## src/rtl/alarm_snooze_controller_assert.svh

```systemverilog
// ---------------------------------------------------------------------------
// Alarm snooze controller assertion macros
// Shorthands for clocked concurrent assertions on i_clk, held off in reset.
// ---------------------------------------------------------------------------
`ifndef ALARM_SNOOZE_CONTROLLER_ASSERT_SVH
`define ALARM_SNOOZE_CONTROLLER_ASSERT_SVH

// same-cycle implication
`define ASC_ASSERT_NOW(label, ante, cons) \
    label: assert property (@(posedge i_clk) disable iff (!i_rst_n) (ante) |-> (cons)) \
        else $error("alarm_snooze_controller: assertion failed");

// next-cycle implication
`define ASC_ASSERT_NEXT(label, ante, cons) \
    label: assert property (@(posedge i_clk) disable iff (!i_rst_n) (ante) |=> (cons)) \
        else $error("alarm_snooze_controller: assertion failed");

`endif

```

## src/rtl/asc_pkg.sv

```systemverilog
// ---------------------------------------------------------------------------
// Alarm snooze controller package
// Field widths, event kinds, register indexes and timing constants.
// ---------------------------------------------------------------------------
package asc_pkg;

    localparam int KIND_W   = 2;
    localparam int HOUR_W   = 5;
    localparam int MINUTE_W = 6;
    localparam int SECOND_W = 6;
    localparam int AUTO_W   = 8;
    localparam int BEEP_W   = 16;
    localparam int RING_W   = 24;
    localparam int DATA_W   = 32;
    localparam int ADDR_W   = 5;
    localparam int IDX_W    = 3;

    // event kinds
    localparam logic [KIND_W-1:0] KIND_TICK   = 2'd0;
    localparam logic [KIND_W-1:0] KIND_SNOOZE = 2'd1;
    localparam logic [KIND_W-1:0] KIND_STOP   = 2'd2;

    // register indexes (byte address / 4)
    localparam logic [IDX_W-1:0] REG_ALARM_HOUR   = 3'd0;
    localparam logic [IDX_W-1:0] REG_ALARM_MINUTE = 3'd1;
    localparam logic [IDX_W-1:0] REG_ALARM_EN     = 3'd2;
    localparam logic [IDX_W-1:0] REG_SNOOZE_MIN   = 3'd3;
    localparam logic [IDX_W-1:0] REG_AUTO_STOP    = 3'd4;
    localparam logic [IDX_W-1:0] REG_BEEP_ON      = 3'd5;
    localparam logic [IDX_W-1:0] REG_BEEP_OFF     = 3'd6;

    localparam logic [RING_W-1:0] MS_PER_MINUTE    = 24'd60000;
    localparam logic [6:0]        MINUTES_PER_HOUR = 7'd60;
    localparam logic [6:0]        TWO_HOURS_MIN    = 7'd120;
    localparam logic [5:0]        HOURS_PER_DAY    = 6'd24;

    // reset values
    localparam logic [HOUR_W-1:0]   RST_ALARM_HOUR   = 5'd7;
    localparam logic [MINUTE_W-1:0] RST_ALARM_MINUTE = 6'd0;
    localparam logic [MINUTE_W-1:0] RST_SNOOZE_MIN   = 6'd9;
    localparam logic [AUTO_W-1:0]   RST_AUTO_STOP    = 8'd5;
    localparam logic [BEEP_W-1:0]   RST_BEEP_MS      = 16'd500;
    localparam logic [RING_W-1:0]   RST_STOP_LIMIT   = 24'd300000;

endpackage

```

## src/rtl/asc_in_if.sv

```systemverilog
// ---------------------------------------------------------------------------
// Alarm snooze controller input channel
// Valid/ready channel carrying one event: kind and time of day.
// ---------------------------------------------------------------------------
interface asc_in_if;
    logic                          valid;
    logic                          ready;
    logic [asc_pkg::KIND_W-1:0]    kind;
    logic [asc_pkg::HOUR_W-1:0]    hour;
    logic [asc_pkg::MINUTE_W-1:0]  minute;
    logic [asc_pkg::SECOND_W-1:0]  second;

    modport source (output valid, kind, hour, minute, second, input ready);
    modport sink   (input valid, kind, hour, minute, second, output ready);
endinterface

```

## src/rtl/asc_out_if.sv

```systemverilog
// ---------------------------------------------------------------------------
// Alarm snooze controller result channel
// Valid/ready channel carrying buzzer and ringing status.
// ---------------------------------------------------------------------------
interface asc_out_if;
    logic valid;
    logic ready;
    logic buzzer_on;
    logic ringing;

    modport source (output valid, buzzer_on, ringing, input ready);
    modport sink   (input valid, buzzer_on, ringing, output ready);
endinterface

```

## src/rtl/alarm_snooze_controller.sv

```systemverilog
// ---------------------------------------------------------------------------
// Alarm snooze controller
// Alarm clock with snooze, auto-stop and a programmable beep pattern.
// ---------------------------------------------------------------------------
// One event (ms tick, snooze press or stop press) is taken per clock and each
// gives one status result after it passes through the input register and
// then the result register. The input side keeps taking a
// transfer every cycle while the result side is ready; a stalled result holds
// both registers. All alarm state lives in flops next to the result register,
// so consecutive events see each other's updates without a bubble.
// Registers are at byte addresses 4*i; writing alarm hour, minute or enable
// re-arms the alarm for today. Write registers only while no event is in
// flight.

`include "alarm_snooze_controller_assert.svh"

module alarm_snooze_controller (
    input  logic                        i_clk,
    input  logic                        i_rst_n,
    asc_in_if.sink                      i_in,
    asc_out_if.source                   o_out,
    input  logic                        psel,
    input  logic                        penable,
    input  logic                        pwrite,
    input  logic [asc_pkg::ADDR_W-1:0]  paddr,
    input  logic [asc_pkg::DATA_W-1:0]  pwdata,
    output logic [asc_pkg::DATA_W-1:0]  prdata,
    output logic                        pready
);

    // configuration
    logic [asc_pkg::HOUR_W-1:0]   r_alarm_hour;
    logic [asc_pkg::MINUTE_W-1:0] r_alarm_minute;
    logic                         r_en;
    logic [asc_pkg::MINUTE_W-1:0] r_snooze_min;
    logic [asc_pkg::AUTO_W-1:0]   r_auto_stop;
    logic [asc_pkg::RING_W-1:0]   r_stop_limit;
    logic [asc_pkg::BEEP_W-1:0]   r_beep_on;
    logic [asc_pkg::BEEP_W-1:0]   r_beep_off;

    // input register
    logic                         r_s1_valid;
    logic [asc_pkg::KIND_W-1:0]   r_s1_kind;
    logic [asc_pkg::HOUR_W-1:0]   r_s1_hour;
    logic [asc_pkg::MINUTE_W-1:0] r_s1_minute;
    logic [asc_pkg::SECOND_W-1:0] r_s1_second;

    // alarm state
    logic                         r_ring, n_ring;
    logic                         r_fired, n_fired;
    logic                         r_pend, n_pend;
    logic [asc_pkg::HOUR_W-1:0]   r_snz_hour, n_snz_hour;
    logic [asc_pkg::MINUTE_W-1:0] r_snz_minute, n_snz_minute;
    logic [asc_pkg::RING_W-1:0]   r_elapsed, n_elapsed;
    logic [asc_pkg::BEEP_W-1:0]   r_phase_el, n_phase_el;
    logic                         r_beep, n_beep;

    // result register
    logic                         r_out_valid;
    logic                         r_out_buzzer;
    logic                         r_out_ringing;

    logic                         cfg_wr;
    logic [asc_pkg::IDX_W-1:0]    cfg_idx;
    logic                         s1_adv;
    logic                         s1_fire;

    // snooze target
    logic [6:0]                   min_sum;
    logic [5:0]                   min_rem;
    logic [1:0]                   hour_carry;
    logic [5:0]                   hour_sum;
    logic [asc_pkg::HOUR_W-1:0]   tgt_hour;

    assign cfg_wr  = psel & penable & pwrite;
    assign cfg_idx = paddr[asc_pkg::ADDR_W-1:2];
    assign pready  = 1'b1;

    always_comb begin
        case (cfg_idx)
            asc_pkg::REG_ALARM_HOUR:   prdata = asc_pkg::DATA_W'(r_alarm_hour);
            asc_pkg::REG_ALARM_MINUTE: prdata = asc_pkg::DATA_W'(r_alarm_minute);
            asc_pkg::REG_ALARM_EN:     prdata = asc_pkg::DATA_W'(r_en);
            asc_pkg::REG_SNOOZE_MIN:   prdata = asc_pkg::DATA_W'(r_snooze_min);
            asc_pkg::REG_AUTO_STOP:    prdata = asc_pkg::DATA_W'(r_auto_stop);
            asc_pkg::REG_BEEP_ON:      prdata = asc_pkg::DATA_W'(r_beep_on);
            asc_pkg::REG_BEEP_OFF:     prdata = asc_pkg::DATA_W'(r_beep_off);
            default:                   prdata = '0;
        endcase
    end

    always_ff @(posedge i_clk) begin
        if (!i_rst_n) begin
            r_alarm_hour   <= asc_pkg::RST_ALARM_HOUR;
            r_alarm_minute <= asc_pkg::RST_ALARM_MINUTE;
            r_en           <= 1'b0;
            r_snooze_min   <= asc_pkg::RST_SNOOZE_MIN;
            r_auto_stop    <= asc_pkg::RST_AUTO_STOP;
            r_stop_limit   <= asc_pkg::RST_STOP_LIMIT;
            r_beep_on      <= asc_pkg::RST_BEEP_MS;
            r_beep_off     <= asc_pkg::RST_BEEP_MS;
        end else if (cfg_wr) begin
            case (cfg_idx)
                asc_pkg::REG_ALARM_HOUR:   r_alarm_hour   <= pwdata[asc_pkg::HOUR_W-1:0];
                asc_pkg::REG_ALARM_MINUTE: r_alarm_minute <= pwdata[asc_pkg::MINUTE_W-1:0];
                asc_pkg::REG_ALARM_EN:     r_en           <= pwdata[0];
                asc_pkg::REG_SNOOZE_MIN:   r_snooze_min   <= pwdata[asc_pkg::MINUTE_W-1:0];
                asc_pkg::REG_AUTO_STOP: begin
                    r_auto_stop  <= pwdata[asc_pkg::AUTO_W-1:0];
                    // limit kept in ms so the ringing check is a plain compare
                    r_stop_limit <= asc_pkg::RING_W'(pwdata[asc_pkg::AUTO_W-1:0])
                                    * asc_pkg::MS_PER_MINUTE;
                end
                asc_pkg::REG_BEEP_ON:      r_beep_on      <= pwdata[asc_pkg::BEEP_W-1:0];
                asc_pkg::REG_BEEP_OFF:     r_beep_off     <= pwdata[asc_pkg::BEEP_W-1:0];
                default: ;
            endcase
        end
    end

    // handshake: result register frees the input register, which frees the port
    assign s1_adv      = !r_out_valid || o_out.ready;
    assign s1_fire     = r_s1_valid && s1_adv;
    assign i_in.ready  = !r_s1_valid || s1_adv;

    always_ff @(posedge i_clk) begin
        if (!i_rst_n) begin
            r_s1_valid <= 1'b0;
        end else if (i_in.ready) begin
            r_s1_valid <= i_in.valid;
        end
    end

    always_ff @(posedge i_clk) begin
        if (i_in.ready && i_in.valid) begin
            r_s1_kind   <= i_in.kind;
            r_s1_hour   <= i_in.hour;
            r_s1_minute <= i_in.minute;
            r_s1_second <= i_in.second;
        end
    end

    // current time plus snooze minutes, wrapped at 24 h; minutes overflow by
    // at most two hours, hours by at most one day
    always_comb begin
        min_sum = 7'(r_s1_minute) + 7'(r_snooze_min);
        if (min_sum >= asc_pkg::TWO_HOURS_MIN) begin
            min_rem    = 6'(min_sum - asc_pkg::TWO_HOURS_MIN);
            hour_carry = 2'd2;
        end else if (min_sum >= asc_pkg::MINUTES_PER_HOUR) begin
            min_rem    = 6'(min_sum - asc_pkg::MINUTES_PER_HOUR);
            hour_carry = 2'd1;
        end else begin
            min_rem    = min_sum[5:0];
            hour_carry = 2'd0;
        end
        hour_sum = 6'(r_s1_hour) + 6'(hour_carry);
        if (hour_sum >= asc_pkg::HOURS_PER_DAY) begin
            tgt_hour = asc_pkg::HOUR_W'(hour_sum - asc_pkg::HOURS_PER_DAY);
        end else begin
            tgt_hour = hour_sum[asc_pkg::HOUR_W-1:0];
        end
    end

    always_comb begin
        logic                        sec_zero;
        logic                        snz_hit;
        logic                        started;
        logic [asc_pkg::BEEP_W-1:0]  len;
        logic [asc_pkg::BEEP_W-1:0]  ph;

        n_ring       = r_ring;
        n_fired      = r_fired;
        n_pend       = r_pend;
        n_snz_hour   = r_snz_hour;
        n_snz_minute = r_snz_minute;
        n_elapsed    = r_elapsed;
        n_phase_el   = r_phase_el;
        n_beep       = r_beep;
        sec_zero     = (r_s1_second == '0);
        snz_hit      = 1'b0;
        started      = 1'b0;
        len          = '0;
        ph           = '0;

        case (r_s1_kind)
            asc_pkg::KIND_TICK: begin
                if (r_en) begin
                    if (r_s1_hour == '0 && r_s1_minute == '0 && sec_zero) begin
                        n_fired = 1'b0;
                        n_pend  = 1'b0;
                    end
                    snz_hit = n_pend && r_s1_hour == r_snz_hour
                              && r_s1_minute == r_snz_minute && sec_zero;
                    if (snz_hit) begin
                        n_pend  = 1'b0;
                        n_fired = 1'b0;
                    end
                    if (!r_ring && sec_zero && (snz_hit || (!n_fired
                            && r_s1_hour == r_alarm_hour
                            && r_s1_minute == r_alarm_minute))) begin
                        n_ring     = 1'b1;
                        n_fired    = 1'b1;
                        n_elapsed  = '0;
                        n_phase_el = '1;
                        n_beep     = 1'b0;
                        started    = 1'b1;
                    end
                    if (n_ring) begin
                        if (!started && n_elapsed != '1) begin
                            n_elapsed = n_elapsed + 1'b1;
                        end
                        if (n_elapsed > r_stop_limit) begin
                            n_ring = 1'b0;
                            n_beep = 1'b0;
                        end else begin
                            len = n_beep ? r_beep_on : r_beep_off;
                            ph  = (n_phase_el != '1) ? n_phase_el + 1'b1 : n_phase_el;
                            if (ph >= len) begin
                                n_beep     = !n_beep;
                                n_phase_el = '0;
                            end else begin
                                n_phase_el = ph;
                            end
                        end
                    end
                end
            end
            asc_pkg::KIND_SNOOZE: begin
                if (r_ring) begin
                    n_ring       = 1'b0;
                    n_beep       = 1'b0;
                    n_snz_hour   = tgt_hour;
                    n_snz_minute = min_rem;
                    n_pend       = 1'b1;
                    n_fired      = 1'b1;
                end
            end
            asc_pkg::KIND_STOP: begin
                n_ring = 1'b0;
                n_beep = 1'b0;
            end
            default: ;
        endcase
    end

    always_ff @(posedge i_clk) begin
        if (!i_rst_n) begin
            r_ring       <= 1'b0;
            r_fired      <= 1'b0;
            r_pend       <= 1'b0;
            r_snz_hour   <= '0;
            r_snz_minute <= '0;
            r_elapsed    <= '0;
            r_phase_el   <= '1;
            r_beep       <= 1'b0;
            r_out_valid  <= 1'b0;
        end else begin
            if (s1_fire) begin
                r_ring       <= n_ring;
                r_fired      <= n_fired;
                r_pend       <= n_pend;
                r_snz_hour   <= n_snz_hour;
                r_snz_minute <= n_snz_minute;
                r_elapsed    <= n_elapsed;
                r_phase_el   <= n_phase_el;
                r_beep       <= n_beep;
            end else if (cfg_wr && (cfg_idx == asc_pkg::REG_ALARM_HOUR
                    || cfg_idx == asc_pkg::REG_ALARM_MINUTE
                    || cfg_idx == asc_pkg::REG_ALARM_EN)) begin
                // alarm re-armed for today
                r_fired <= 1'b0;
            end
            if (s1_adv) begin
                r_out_valid <= r_s1_valid;
            end
        end
    end

    always_ff @(posedge i_clk) begin
        if (s1_fire) begin
            r_out_buzzer  <= n_ring & n_beep;
            r_out_ringing <= n_ring;
        end
    end

    assign o_out.valid     = r_out_valid;
    assign o_out.buzzer_on = r_out_buzzer;
    assign o_out.ringing   = r_out_ringing;

    `ASC_ASSERT_NOW(a_beep_only_when_ringing, !r_ring, !r_beep)
    `ASC_ASSERT_NEXT(a_snooze_arms_target,
        s1_fire && r_s1_kind == asc_pkg::KIND_SNOOZE && r_ring,
        r_pend && r_fired && !r_ring)
    `ASC_ASSERT_NEXT(a_stop_halts, s1_fire && r_s1_kind == asc_pkg::KIND_STOP,
        !r_ring && !r_beep)
    `ASC_ASSERT_NEXT(a_disabled_tick_frozen,
        s1_fire && r_s1_kind == asc_pkg::KIND_TICK && !r_en,
        $stable(r_ring) && $stable(r_elapsed) && $stable(r_phase_el))

endmodule
```

## src/flat_wrapper.sv

```systemverilog
// flat-port wrapper written by rule: the top's interface ports become plain ports
module alarm_snooze_controller_flat 
  (i_clk, i_rst_n, psel, penable, pwrite, paddr, pwdata, prdata, pready, i_in_valid, i_in_kind, i_in_hour, i_in_minute, i_in_second, i_in_ready, o_out_valid, o_out_buzzer_on, o_out_ringing, o_out_ready);
  asc_in_if i_in_i ();
  asc_out_if o_out_i ();
  input  logic i_clk;
  input  logic i_rst_n;
  input  logic psel;
  input  logic penable;
  input  logic pwrite;
  input  logic [asc_pkg::ADDR_W-1:0] paddr;
  input  logic [asc_pkg::DATA_W-1:0] pwdata;
  output logic [asc_pkg::DATA_W-1:0] prdata;
  output logic pready;
  input wire logic [$bits(i_in_i.valid)-1:0] i_in_valid;
  input wire logic [$bits(i_in_i.kind)-1:0] i_in_kind;
  input wire logic [$bits(i_in_i.hour)-1:0] i_in_hour;
  input wire logic [$bits(i_in_i.minute)-1:0] i_in_minute;
  input wire logic [$bits(i_in_i.second)-1:0] i_in_second;
  output wire logic [$bits(i_in_i.ready)-1:0] i_in_ready;
  output wire logic [$bits(o_out_i.valid)-1:0] o_out_valid;
  output wire logic [$bits(o_out_i.buzzer_on)-1:0] o_out_buzzer_on;
  output wire logic [$bits(o_out_i.ringing)-1:0] o_out_ringing;
  input wire logic [$bits(o_out_i.ready)-1:0] o_out_ready;
  assign i_in_i.valid = i_in_valid;
  assign i_in_i.kind = i_in_kind;
  assign i_in_i.hour = i_in_hour;
  assign i_in_i.minute = i_in_minute;
  assign i_in_i.second = i_in_second;
  assign i_in_ready = i_in_i.ready;
  assign o_out_valid = o_out_i.valid;
  assign o_out_buzzer_on = o_out_i.buzzer_on;
  assign o_out_ringing = o_out_i.ringing;
  assign o_out_i.ready = o_out_ready;
  alarm_snooze_controller u_core (.i_clk(i_clk), .i_rst_n(i_rst_n), .i_in(i_in_i), .o_out(o_out_i), .psel(psel), .penable(penable), .pwrite(pwrite), .paddr(paddr), .pwdata(pwdata), .prdata(prdata), .pready(pready));
endmodule
```

## config.mk

```make
export PLATFORM = sky130hd
export DESIGN_NAME = alarm_snooze_controller_flat
export DESIGN_NICKNAME = d
export VERILOG_FILES = /design/src/rtl/asc_pkg.sv /design/src/rtl/asc_in_if.sv /design/src/rtl/asc_out_if.sv /design/src/rtl/alarm_snooze_controller.sv /design/src/flat_wrapper.sv
export VERILOG_INCLUDE_DIRS = /design/src /design/src/rtl
export SDC_FILE = /design/constraint.sdc
export NUM_CORES = 1
export LEC_CHECK = 0
export BUFFER_PORTS_ARGS = -buffer_cell sky130_fd_sc_hd__buf_2
export CORE_ASPECT_RATIO = 1.4
export CORE_MARGIN = 3
export CORE_UTILIZATION = 43
export DETAILED_ROUTE_END_ITERATION = 12
export PLACE_DENSITY_LB_ADDON = 0.2
export SLEW_MARGIN = 5
export SYNTH_ARGS = -nofsm -noshare
export SYNTH_HDL_FRONTEND = slang
export SYNTH_SLANG_ARGS = --single-unit
```

## constraint.sdc

```tcl
create_clock -name i_clk -period 6.4 [get_ports i_clk]
set_input_delay 0 -clock i_clk [delete_from_list [all_inputs] [get_ports i_clk]]
set_output_delay 0 -clock i_clk [all_outputs]
set_load 0.005 [all_outputs]
```

Yosys cells after proc, flatten, opt, wreduce, memory -nomap -nowiden
Index checks and enable logic that the tools add are counted.
{ "totals": {"register_bits": 155, "out_inout_bits": 37, "wordCells": 159} }
{ "op_classes": {"add_sub_neg": 7, "multipliers": 1, "n_lt_le_gt_ge": 5, "n_eq_ne": 19, "mux": 57, "bitwise": 3, "n_reduce_logical": 43} }
{ "op_table": {"columns": ["cell", "count"], "rows": [
  ["two-way mux 24 bit", 8],
  ["two-way mux 16 bit", 8],
  ["one-hot mux 16 bit (7 select lines)", 1],
  ["two-way mux 1 bit", 32],
  ["adder 24 x 1 -> 24 bit, second input constant", 1],
  ["> comparator 24 bit", 1],
  ["!= test 24 bit, second input constant", 1],
  ["multiplier 8 x 11 -> 19 bit, second input constant", 1],
  ["adder 16 x 1 -> 16 bit, second input constant", 1],
  ["greater-or-equal comparator 16 bit", 1],
  ["!= test 16 bit, second input constant", 1],
  ["AND reduction 2 bit", 7],
  ["logical AND 1 bit", 13],
  ["equality test 6 bit", 2],
  ["logical NOT 6 bit", 2],
  ["two-way mux 6 bit", 2],
  ["subtractor 6 bit, second input constant", 2],
  ["equality test 5 bit", 2],
  ["equality test 3 bit, second input constant", 3],
  ["AND reduction 4 bit", 2],
  ["adder 6 x 6 -> 7 bit", 1],
  ["greater-or-equal comparator 7 x 6 -> 1 bit, second input constant", 1],
  ["greater-or-equal comparator 7 bit, second input constant", 1],
  ["adder 5 x 2 -> 6 bit", 1],
  ["other kinds (22)", 40]
]} }

Logic depth before layout (Yosys ltp)
{ "depth": {"ltp_word": 32, "depth_mapped": 27, "ltp_nobuf": 22} }

Least setup slack after synthesis
No wires, ideal clock.
{ "synth_path": {"path_type": "flip-flop to flip-flop", "start": "register u_core.r_s1_second[1] in the netlist's numbering", "end": "register u_core.r_out_buzzer (netlist: u_core.o_out.buzzer_on) (data pin)", "setup_time_ns": 0.265, "arrival_time_ns": 5.242, "setup_slack_ns": 0.893, "path_stages_with_launch": 26, "path_buffers": 3, "synth_period_minus_slack_ns": 5.507, "cell_sequence": "edfxtp_1 -> nor4_4 -> nand4_1 -> or4_4 -> o22ai_4 -> clkbuf_1 -> buf_2 -> nor2_1 -> ha_1 -> and2_1 -> clkbuf_1 -> nand3_1 -> nand2_1 -> nor2_1 -> nand4_1 -> xor2_1 -> nor2_1 -> ha_1 -> o21ai_0 -> o21ai_0 -> o2111ai_1 -> a211o_1 -> nand3_1 -> or2b_1 -> a31oi_1 -> a21oi_1"} }
{ "synth_between": {"elab_chain_len": 31, "word_cells_on_any_way": 58} }
{ "synth_rtl": {"columns": ["item", "line", "text"], "rows": [
  ["start: declaration", "alarm_snooze_controller.sv:46", "logic [asc_pkg::SECOND_W-1:0] r_s1_second;"],
  ["start signal: assignment", "alarm_snooze_controller.sv:139", "r_s1_second <= i_in.second;"],
  ["logical NOT 6 bit *", "alarm_snooze_controller.sv:180", "sec_zero = (r_s1_second == '0);"],
  ["logical AND 1 bit", "alarm_snooze_controller.sv:189", "if (r_s1_hour == '0 && r_s1_minute == '0 && sec_zero) begin"],
  ["two-way mux 1 bit", "alarm_snooze_controller.sv:189", null],
  ["two-way mux 1 bit", "alarm_snooze_controller.sv:188", "if (r_en) begin"],
  ["two-way mux 1 bit", "alarm_snooze_controller.sv:186", "case (r_s1_kind)"],
  ["logical AND 1 bit", "alarm_snooze_controller.sv:193", "snz_hit = n_pend && r_s1_hour == r_snz_hour"],
  ["logical AND 1 bit (2 in series)", "alarm_snooze_controller.sv:194", "&& r_s1_minute == r_snz_minute && sec_zero;"],
  ["two-way mux 1 bit", "alarm_snooze_controller.sv:195", "if (snz_hit) begin"],
  ["two-way mux 1 bit", "alarm_snooze_controller.sv:188", null],
  ["two-way mux 1 bit", "alarm_snooze_controller.sv:186", null],
  ["logical NOT 1 bit", "alarm_snooze_controller.sv:199", "if (!r_ring && sec_zero && (snz_hit || (!n_fired"],
  ["logical AND 1 bit", "alarm_snooze_controller.sv:200", "&& r_s1_hour == r_alarm_hour"],
  ["logical AND 1 bit", "alarm_snooze_controller.sv:201", "&& r_s1_minute == r_alarm_minute))) begin"],
  ["logical OR 1 bit", "alarm_snooze_controller.sv:199", null],
  ["logical AND 1 bit *", "alarm_snooze_controller.sv:199", null],
  ["parallel branches: the longest is 14 deep, another holds adder 24 x 1 -> 24 bit", null, null],
  ["bitwise AND 1 bit *", "alarm_snooze_controller.sv:282", "r_out_buzzer <= n_ring & n_beep;"],
  ["end signal: assignment", "alarm_snooze_controller.sv:282", null],
  ["end: declaration", "alarm_snooze_controller.sv:60", "logic r_out_buzzer;"]
]} }
Mark *: on every way between the ends. The select of a mux whose other input is x is not followed.
A chain may end at the register's enable or synchronous reset.

Worst setup path in the final report
Same ends and word-level chain as after synthesis.

==> qor.yml <==
route:
  routed_via_density: 5.52
  first_pass_iters: 5
  vias: 9619
  drt_iter0_drc: 556
  ant_nets: 0
  drt-total-wl_um: 29300
  wl_per_cell_um: 16.8
  drcViolationCount: 0
logic_synthesis:
  yosysWarnings: 0
  synth_edf_count: 21
  mappedNetlistArea_um2: 11000
  synth_cell_type_count: 77
  yosysSeqAreaShare_pct: 30.0
  synthCells: 1347
  synthFlopType: "dfxtp_1"
  synth-async-reset-ratio_pct: 0
  synth-seq-cells: 154
  syn_avg_cell_area_um2: 8.14
floorplan:
  dieArea_um2: 27500
  die_h_um: 195
  rows: 68
  die_w_um: 141
  io_pins: 100
  start_util_pct: 44.2
  core_um2: 24800
final_layout:
  final_nets: 1601
  regArea_um2: 3290
  multi_input_area_um2: 6990
  final-instance-count-excl-fill: 1742
  n_fill_cell: 2399
  area_delta_synth_final_pct: 13.5
  design_area_um2: 12500
  antennaDiodeCount: 0
  drive_gt1_share_pct: 9.11
timing:
  rsz0062_at_grt: "false"
  fmax_mhz: 173
  slew_headroom_pct: 25.0
  whs_ns: 0.119
  worst_slack_ns: 0.608
  setup-tns-final_ns: 0
  tightestPinTransition_ns: 1.12
  drv_slew: 0
  finalClockSkew_ns: 0.0112
  fin_crit_ns: 5.79
  min_period_over_period_pct: 90.5
  finalHoldViolCount: 0
  setup_viol: 0
flow_run:
  max_cap_viol_count: 0
setup_path:
  crit_path_end_kind: "flop"
  worstPathRequired_ns: 6.69
  critPathLaunch: "u_core.r_s1_second[1]"
  reg2reg_from: "u_core.r_s1_second[1]"
  crit_path_end: "u_core.o_out.buzzer_on"
  rrSetupSlack_ns: 0.61
  crit_fanout: 7
  worstSetupPathType: "reg -> reg"
  cp.arrival_ns: 6.08
  r2r-end: "u_core.o_out.buzzer_on"
  critical_path.startpoint_type: "flop"
  reg2reg_depth: 23
power:
  power.density_nw_per_um2: 220
  ir_worst_vdd_v: 0.000223
  p_leak_uw: 0.00530
grt:
  grt_overflow: 0
  grtUsageMet1_pct: 27.1
  grt_pass1_wl_um: 48900
  grtUsageMet2_pct: 39.4
  grt_max_degree: 54
  globalRouteMet3Util_pct: 2.99
  antenna_found_initial: 0
  grt.busiest_layer: "met2"
  grt_pass1_vias: 9570
  track_usage_pct: 21.9
min_path:
  hold_path.class: "in -> reg"
placement:
  dpl-instance-area_um2: 11500
  io_buffers: 64
  dp_slack_ns: 0.636
  dp_hpwl_um: 21500
  dp_cells: 1674
  gp_congestion: 0.839
clock_tree:
  postCtsSetupRepairBufs: 0
  clkTransAtPathRegs_ns: 0.06
  cts_tree: "yes"
  insertion_delay_ns: 0.44
  h-tree-depth: 4
  cts_sinks: 154
  root_buffer: "clkbuf_16"
  cts-resized-gates: 0
  cts_buffer_depth: 2
  cts_buffers: 17
run_status:
  outcome: "complete, no violations"
[state kept, by name, indices dropped and copies added (netlist names), 2 cells and up]
| name | count |
|---|---|
| u_core.r_alarm_hour | 5 |
| u_core.r_auto_stop | 8 |
| u_core.r_s1_hour | 5 |
| u_core.r_stop_limit | 18 |
| u_core.r_snz_hour | 5 |
| u_core.r_s1_minute | 6 |
| u_core.r_beep_on | 16 |
| u_core.r_snooze_min | 6 |
| u_core.r_alarm_minute | 6 |
| u_core.r_snz_minute | 6 |
| u_core.r_s1_kind | 2 |
| u_core.r_phase_el | 16 |
| u_core.r_elapsed | 24 |
| u_core.r_beep_off | 16 |
| u_core.r_s1_second | 6 |
[how the worst min path moves through the flow]
stage,cells after the start,start,slack (ns),end
finish,3,i_rst_n,0.12,u_core.r_stop_limit[13]
floorplan,0,i_in_hour[0],0.1,u_core.r_s1_hour[0]
detailed placement,1,i_in_minute[5],0.18,u_core.r_s1_minute[5]
CTS,3,i_rst_n,0.11,u_core.r_stop_limit[13]
global route,3,i_rst_n,0.15,u_core.r_snooze_min[3]
global placement,1,i_in_second[5],0.18,u_core.r_s1_second[5]
[synth_stat cells, types with 5 or more instances]
library cell | count | share of area (%)
clkbuf_1 | 46 | 1.6
a21o_1 | 12 | 0.82
nor2b_1 | 12 | 0.68
nor2_1 | 105 | 3.6
o31ai_1 | 8 | 0.55
a22oi_1 | 15 | 1.0
nand3_1 | 47 | 2.1
a211oi_1 | 7 | 0.48
nor4_1 | 10 | 0.57
or3_1 | 12 | 0.68
nand2_1 | 186 | 6.4
and3_1 | 7 | 0.40
edfxtp_1 | 21 | 5.7
inv_1 | 98 | 3.4
nand2b_1 | 7 | 0.40
a21oi_1 | 114 | 5.2
a221oi_1 | 6 | 0.48
nor3b_1 | 5 | 0.34
buf_1 | 9 | 0.31
nor3_1 | 17 | 0.78
a31oi_1 | 19 | 1.1
fa_1 | 24 | 4.4
buf_4 | 18 | 1.2
nand4_1 | 27 | 1.5
and2_1 | 9 | 0.51
xnor2_1 | 34 | 2.7
mux2i_1 | 39 | 3.6
ha_1 | 98 | 11
xor2_1 | 44 | 3.5
buf_2 | 10 | 0.46
dfxtp_1 | 133 | 24
o21ai_0 | 48 | 2.2
o211ai_1 | 27 | 1.8
[metal layers]
layer	wire length, um	share of wire, %
met1	12700	43
met3	970	3.3
met5	0	0
met4	547	1.9
met2	15100	52
[logic make-up after synthesis]
group                    count (synthesis)  synth area share (%)
AO/OA/AOI/OAI                          300                  17.4
XOR/XNOR                                78                  6.23
adder cells (fa/ha/maj)                122                  15.6
buffers and inverters                  181                  6.92
flip-flops                             154                  30.0
multiplexers                            43                  3.97
other                                    2                0.0685
AND/OR/NAND/NOR                        467                  19.8
[final cells by class]
cell class,instances,share of cell area [%]
repair buffers,118,6.59
clock inverters,7,0.934
flip-flops and latches,154,26.4
well taps,315,3.16
clock buffers,23,3.84
multi-input cells,1027,56.1
inverters,98,2.95
[power by group]
group          switching [uW]  total [uW]  internal [uW]
Clock                     409        1050            639
Combinational             380         676            295
Sequential               18.8        1020            997
Total                     808        2740           1930
[metrics by stage]
stage               total power, uW  utilization [%]
finish                         2740             50.1
global route                   2890             50.1
CTS                            2760             50.1
detailed placement             1690             46.2
global placement               1690             46.2
floorplan                      1550                -
[what timing repair did]
action | in CTS | in global routing
endpoints found under the setup margin | 0 | 0
hold buffers | 38 | 0
hold endpoints to repair | 60 | 0
[worst max-delay path, stage by stage (launching register included)]
cell,delay [ns]
edfxtp_1,0.41
nor4_4,0.40
nand4_1,0.18
or4_4,0.55
o22a_1,0.33
and2_1,0.20
ha_1,0.20
and2_1,0.22
nand2_1,0.08
nand3_1,0.18
nor2_1,0.20
buf_4,0.17
nand4_1,0.14
nand3_1,0.14
nand2_1,0.07
ha_1,0.28
nand4_1,0.14
nor4_1,0.39
nand4_1,0.28
a21oi_1,0.21
a22o_1,0.20
or2b_1,0.31
a31oi_1,0.19
a21oi_1,0.16
[placed cells by master, fill, tap and decap left out, types with 24 or more instances in the layout]
master	instances
nor2_1	105
dfxtp_1	133
o211ai_1	27
nand3_1	47
a21oi_1	114
o21ai_0	48
mux2i_1	39
dlygate4sd3_1	38
ha_1	98
nand2_1	186
nand4_1	27
buf_2	64
xnor2_1	34
inv_1	97
xor2_1	44
fa_1	24
(Power assumes the default switching activity.)
